[src/rtl/client_session_table_assert.svh]
// Assertion macros for the client session table.
// Used by the engine; the bodies compile away under SYNTHESIS.
`ifndef CLIENT_SESSION_TABLE_ASSERT_SVH
`define CLIENT_SESSION_TABLE_ASSERT_SVH
`ifndef SYNTHESIS
`define CST_ASSERT(label, clk, rst_n, prop, msg) \
  label: assert property (@(posedge clk) disable iff (!rst_n) prop) else $error(msg);
`define CST_ASSERT_NEXT(label, clk, rst_n, ante, cons, msg) \
  label: assert property (@(posedge clk) disable iff (!rst_n) (ante) |=> (cons)) else $error(msg);
`else
`define CST_ASSERT(label, clk, rst_n, prop, msg)
`define CST_ASSERT_NEXT(label, clk, rst_n, ante, cons, msg)
`endif
`endif

[src/rtl/cst_pkg.sv]
// Shared types, constants and helpers of the client session table.
// No dependencies; used by every module of the block.
`timescale 1ns / 1ps

package cst_pkg;

  localparam int unsigned TABLE_DEPTH     = 64;
  localparam int unsigned IDX_W           = (TABLE_DEPTH > 1) ? $clog2(TABLE_DEPTH) : 1;
  localparam int unsigned CNT_W           = $clog2(TABLE_DEPTH + 1);
  localparam int unsigned SLOT_W          = 6;
  localparam int unsigned CMD_QUEUE_DEPTH = 2;
  localparam int unsigned QP_W            = $clog2(CMD_QUEUE_DEPTH);
  localparam int unsigned QC_W            = $clog2(CMD_QUEUE_DEPTH + 1);
  localparam int unsigned APB_ADDR_W      = 3;

  typedef logic [IDX_W-1:0] idx_t;
  typedef logic [CNT_W-1:0] cnt_t;
  typedef logic [QP_W-1:0]  qptr_t;
  typedef logic [QC_W-1:0]  qcnt_t;

  localparam cnt_t  DEPTH_CNT   = cnt_t'(TABLE_DEPTH);
  localparam qcnt_t QUEUE_FULL  = qcnt_t'(CMD_QUEUE_DEPTH);
  localparam qptr_t QUEUE_LAST  = qptr_t'(CMD_QUEUE_DEPTH - 1);

  localparam logic [31:0] TIMEOUT_RESET = 32'd120;
  localparam logic [6:0]  LIMIT_RESET   = 7'd42;

  localparam logic OP_REGISTER = 1'b0;
  localparam logic OP_FANOUT   = 1'b1;

  typedef enum logic {
    REG_TIMEOUT = 1'b0,
    REG_LIMIT   = 1'b1
  } reg_idx_e;

  typedef enum logic [2:0] {
    ST_REFRESH = 3'd0,
    ST_REPLACE = 3'd1,
    ST_APPEND  = 3'd2,
    ST_FULL    = 3'd3,
    ST_FANOUT  = 3'd4,
    ST_NONE    = 3'd5
  } status_e;

  typedef enum logic {
    CMD_REGISTER,
    CMD_FANOUT
  } cmd_kind_e;

  typedef enum logic [1:0] {
    ENG_IDLE,
    ENG_SCAN,
    ENG_DONE
  } eng_state_e;

  typedef struct packed {
    logic        opcode;
    logic [31:0] client_ip;
    logic [15:0] client_port;
    logic [31:0] now_time;
  } in_item_t;

  typedef struct packed {
    logic [2:0]        status;
    logic [SLOT_W-1:0] slot;
    logic [31:0]       dest_ip;
    logic [15:0]       dest_port;
    logic              last;
  } out_item_t;

  typedef struct packed {
    cmd_kind_e   kind;
    logic [31:0] ip;
    logic [15:0] port;
    logic [31:0] now_time;
  } cmd_t;

  typedef struct packed {
    logic [31:0] addr;
    logic [15:0] port_no;
    logic [31:0] stamp;
  } entry_t;

  typedef struct packed {
    logic [31:0] timeout_seconds;
    logic [6:0]  client_limit;
  } cfg_t;

  // Keep the low bits of a table index for the slot field.
  function automatic logic [SLOT_W-1:0] slot_field(idx_t idx);
    logic [31:0] wide;
    wide = 32'(idx);
    return wide[SLOT_W-1:0];
  endfunction

endpackage

[src/rtl/cst_front.sv]
// Front end: accepts input words, classifies them into commands and queues them.
// Depends on cst_pkg.
`timescale 1ns / 1ps

module cst_front (
  input  logic              clk_i,
  input  logic              rst_ni,
  input  logic              in_valid_i,
  output logic              in_ready_o,
  input  cst_pkg::in_item_t in_item_i,
  output logic              cmd_valid_o,
  output cst_pkg::cmd_t     cmd_o,
  input  logic              cmd_pop_i
);

  cst_pkg::cmd_t  queue_q [cst_pkg::CMD_QUEUE_DEPTH];
  cst_pkg::qptr_t wr_ptr_q, wr_ptr_d;
  cst_pkg::qptr_t rd_ptr_q, rd_ptr_d;
  cst_pkg::qcnt_t fill_q, fill_d;
  cst_pkg::cmd_t  cmd_new;
  logic           push, pop;

  always_comb begin
    cmd_new.kind     = (in_item_i.opcode == cst_pkg::OP_FANOUT) ? cst_pkg::CMD_FANOUT
                                                                 : cst_pkg::CMD_REGISTER;
    cmd_new.ip       = in_item_i.client_ip;
    cmd_new.port     = in_item_i.client_port;
    cmd_new.now_time = in_item_i.now_time;
  end

  assign in_ready_o  = (fill_q != cst_pkg::QUEUE_FULL);
  assign cmd_valid_o = (fill_q != '0);
  assign cmd_o       = queue_q[rd_ptr_q];
  assign push        = in_valid_i && in_ready_o;
  assign pop         = cmd_pop_i && cmd_valid_o;

  always_comb begin
    wr_ptr_d = wr_ptr_q;
    rd_ptr_d = rd_ptr_q;
    fill_d   = fill_q;
    if (push) begin
      wr_ptr_d = (wr_ptr_q == cst_pkg::QUEUE_LAST) ? '0 : wr_ptr_q + 1'b1;
    end
    if (pop) begin
      rd_ptr_d = (rd_ptr_q == cst_pkg::QUEUE_LAST) ? '0 : rd_ptr_q + 1'b1;
    end
    if (push && !pop) begin
      fill_d = fill_q + 1'b1;
    end else if (pop && !push) begin
      fill_d = fill_q - 1'b1;
    end
  end

  always_ff @(posedge clk_i or negedge rst_ni) begin
    if (!rst_ni) begin
      wr_ptr_q <= '0;
      rd_ptr_q <= '0;
      fill_q   <= '0;
    end else begin
      wr_ptr_q <= wr_ptr_d;
      rd_ptr_q <= rd_ptr_d;
      fill_q   <= fill_d;
    end
  end

  always_ff @(posedge clk_i) begin
    if (push) begin
      queue_q[wr_ptr_q] <= cmd_new;
    end
  end

endmodule

[config.mk]
export PLATFORM = sky130hd
export DESIGN_NAME = cst_front
export DESIGN_NICKNAME = d
export VERILOG_FILES = /design/src/rtl/client_session_table_assert.svh /design/src/rtl/cst_pkg.sv /design/src/rtl/cst_front.sv
export SDC_FILE = /design/constraint.sdc
export NUM_CORES = 1
export LEC_CHECK = 0
export ABC_AREA = 1
export BUFFER_PORTS_ARGS = -buffer_cell sky130_fd_sc_hd__buf_2
export CELL_PAD_IN_SITES_DETAIL_PLACEMENT = 1
export CELL_PAD_IN_SITES_GLOBAL_PLACEMENT = 1
export CORE_MARGIN = 2
export CORE_UTILIZATION = 39
export DETAILED_ROUTE_END_ITERATION = 10
export PLACE_DENSITY = 0.85
export SLEW_MARGIN = 20
export SYNTH_ARGS = -nofsm -noshare
export SYNTH_HDL_FRONTEND = slang
export SYNTH_SLANG_ARGS = --single-unit
[constraint.sdc]
create_clock -name clk_i -period 7.1 [get_ports clk_i]
set_input_delay 0.71 -clock clk_i [delete_from_list [all_inputs] [get_ports clk_i]]
set_output_delay 0.71 -clock clk_i [all_outputs]
set_load 0.005 [all_outputs]
==> run_results.csv <==
group,metric,value,unit
run_status,status,"completed",
placement,detailed_place_hpwl,9140,um
critical_path,crit_top_cell,"nand2_1",
critical_path,cp_slowest_cell,"buf_4",
placement,routabilityCongestion,0.738,
detailed_routing,drcViolationCount,0,
floorplan,initial_core_util,0.401,
synthesis,ys_seq_elements,166,
sta,setup_violations,0,
finish,nFillCells,1642,
finish,stdcell_area,0.00771,mm2
floorplan,die_h,129,um
critical_path,crit_fanout,45,
critical_path,worstSetupStartpointType,"flip-flop",
critical_path,crit_chain,"inv_2, buf_4, nand2_1, nand2_1, buf_2",
clock_network,cts_resized,0,
hold_path,hold_path_class,"in -> async",
detailed_routing,wl,13900,um
clock_network,cts_made_buffers,17,
finish,drive_gt1_frac,0.317,
sta,drv_slew,0,
sta,rsz0062_at_grt,"no",
synthesis,yosys_warnings,0,
floorplan,num_rows,45,
clock_network,cts_root_buffer,"clkbuf_16",
run,drv_cap,0,
synthesis,synthMuxAreaShare,0,
synthesis,avgSynthCellArea,13.6,um2
synthesis,synth_simple_gate_area_frac,0.159,
pwr,p_per_area,416,mW/mm2
critical_path,critPathRequiredTime,6.39,ns
synthesis,synth_top_family_by_area,"simple AND/OR/NAND/NOR gates",
critical_path,critPathKind,"reg -> out",
synthesis,synth_seq_area_share,0.808,
finish,insertedDiodeCount,0,
sta,clock_skew,0.00627,ns
synthesis,synth_fp_nets,537,
detailed_routing,vias,3879,
clock_network,postCtsHoldBufs,0,
detailed_routing,drt_iter0_drc,140,
global_route,grt_remaining_overflow,0,
placement,place_area,0.00714,mm2
floorplan,dieArea,0.0168,mm2
floorplan,die_w,129,um
synthesis,synth.cell_area,0.00614,mm2
clock_network,cts_setup_buffers,0,
global_route,antenna_found_initial,2,
clock_network,cts_tree,"built",
sta,fin_tns_setup,0,ns
global_route,grt_pass1_wl,20800,um
synthesis,synth_compound_area_frac,0,
critical_path,end_kind,"output port",
synthesis,post_synth_fa_ha_maj_area_fraction,0.00204,
clock_network,insertion_delay,0.41,ns
critical_path,arrival,2.25,ns
sta,fin_worst_hold_slack,0.105,ns
clock_network,ctsLongestPathBuffers,2,
sta,worst_pin_slew,1.04,ns
detailed_routing,ant_nets,0,
synthesis,synthXorXnorAreaFrac,0.00285,
critical_path,slowest_delay,0.55,ns
pwr,irDropWorstVdd,0.206,mV
synthesis,netlist-cell-type-count,15,
clock_network,clk_pin_slew,0.06,ns
clock_network,htree_levels,4,
detailed_routing,avgRoutedWirePerCell,16.4,um
synthesis,synth_cells,451,
global_route,grt_use_total,0.166,
detailed_routing,vias_per_cell,4.59,
sta,hold_viol,0,
finish,fin_util,0.504,
sta,min_period,2.96,ns
detailed_routing,firstDrtPassIters,4,
pwr,leakagePower,3.32,nW
floorplan,pin_count,168,
finish,nNetsFinal,710,
clock_network,cts_sinks,166,
critical_path,crit_buf_inv,3,
global_route,grt_max_degree,83,
sta,relSlewSlack,0.304,
finish,syn_to_final_growth,25.6,%
floorplan,core,0.0153,mm2
global_route,first_global_vias,4128,
sta,post-route-period-util,0.417,
sta,fmax,0.338,GHz
placement,portBuffers,167,
critical_path,crit_family,"buffers and inverters",
## placed cells by master (no fill, tap or decap)
| cell type | Yosys | routed |
|---|---|---|
| nand2_1 | 252 | 252 |
| buf_2 | 7 | 167 |
| edfxtp_1 | 162 | 162 |
| clkbuf_16 | 0 | 17 |
| inv_1 | 6 | 6 |
| buf_4 | 1 | 4 |
| clkbuf_1 | 0 | 3 |
| bufinv_16 | 0 | 3 |
| dfrtp_1 | 4 | 3 |
| nor2_4 | 0 | 2 |
| nand3_1 | 2 | 2 |
| clkinvlp_4 | 0 | 2 |
| clkinv_2 | 0 | 2 |
| clkinv_1 | 0 | 2 |
| inv_2 | 1 | 1 |
| nand2_2 | 1 | 1 |
| xnor2_1 | 1 | 1 |
| xor2_1 | 1 | 1 |
| nand4_1 | 1 | 1 |
| ha_1 | 1 | 1 |
| inv_6 | 0 | 1 |
| dfrtp_2 | 0 | 1 |
## Yosys cell counts (all sizes together)
cell    instances  share of area
ha              1         0.0020
inv             7         0.0043
xnor2           1         0.0014
nand2         253           0.16
dfrtp           4          0.016
buf            17          0.023
nand3           2         0.0016
xor2            1         0.0014
edfxtp        162           0.79
nand4           1         0.0010
nor2            2         0.0012
## worst reg2reg max path, delay by kind of cell, from the launching register on
| family | cells | cell delay (ns) |
|---|---|---|
| buffers and inverters | 2 | 0.81 |
| DFF | 1 | 0.39 |
| and+or+nand+nor | 3 | 1.04 |
## per-stage QoR
stage / power [mW] / worst slack, ns / std cells
detailed placement: 2.36 / 4.19 / 816
global route: 3.40 / 3.92 / 846
floorplan: 1.97 / 2.42 / 451
finish: 3.21 / 4.14 / 846
global placement: 2.30 / 4.27 / 816
CTS: 3.27 / 4.07 / 846
## kinds of logic after synthesis
group	count (synthesis)
xor gates and xnor gates	2
buffers and inverters	24
DFF	166
and+or+nand+nor	258
adders and majority gates	1
## state kept, by name, summed over array words and instances (netlist names)
register  cells
queue_q     162
wr_ptr_q      1
fill_q        2
rd_ptr_q      1
## where the power goes
| group | leakage, nW | switching (mW) | internal (mW) |
|---|---|---|---|
| registers | 1.55 | 0.0608 | 1.34 |
| clock network | 0.271 | 0.347 | 0.546 |
| logic | 1.49 | 0.602 | 0.311 |
## worst paths after layout
kind                       depth (start not counted)  slack [ns]                  start                        to
max reg2reg                                        5        4.47  fill_q[0]$_DFFE_PN0P_  queue_q[1][61]$_DFFE_PP_
min                                                1        0.11                 rst_ni      wr_ptr_q$_DFFE_PN0P_
min in group clk_i                                 1        0.49           in_item_i[8]   queue_q[1][8]$_DFFE_PP_
min reg2reg                                        1        0.51  fill_q[0]$_DFFE_PN0P_     fill_q[0]$_DFFE_PN0P_
max                                                5        4.14   rd_ptr_q$_DFFE_PN0P_                 cmd_o[62]
max in group asynchronous                          1        6.85                 rst_ni      rd_ptr_q$_DFFE_PN0P_
## area by class of cell
class | count | area [um2] | area share
flip-flops and latches | 166 | 4970 | 0.644
clock inverters | 10 | 131 | 0.0170
well taps | 211 | 264 | 0.0342
repair buffers | 171 | 866 | 0.112
clock buffers | 20 | 437 | 0.0566
inverters | 7 | 26.3 | 0.00341
multi-input cells | 261 | 1020 | 0.132
## layer usage
metal | routed length (um) | track usage | vias up
met1 | 5620 | 0.192 | 1873
li1 | - | - | 1860
met3 | 831 | 0.0500 | 16
met5 | 13 | 0 | -
met2 | 7220 | 0.293 | 128
met4 | 177 | 0.0595 | 2
No activity file was read; power rests on OpenSTA's default activity.
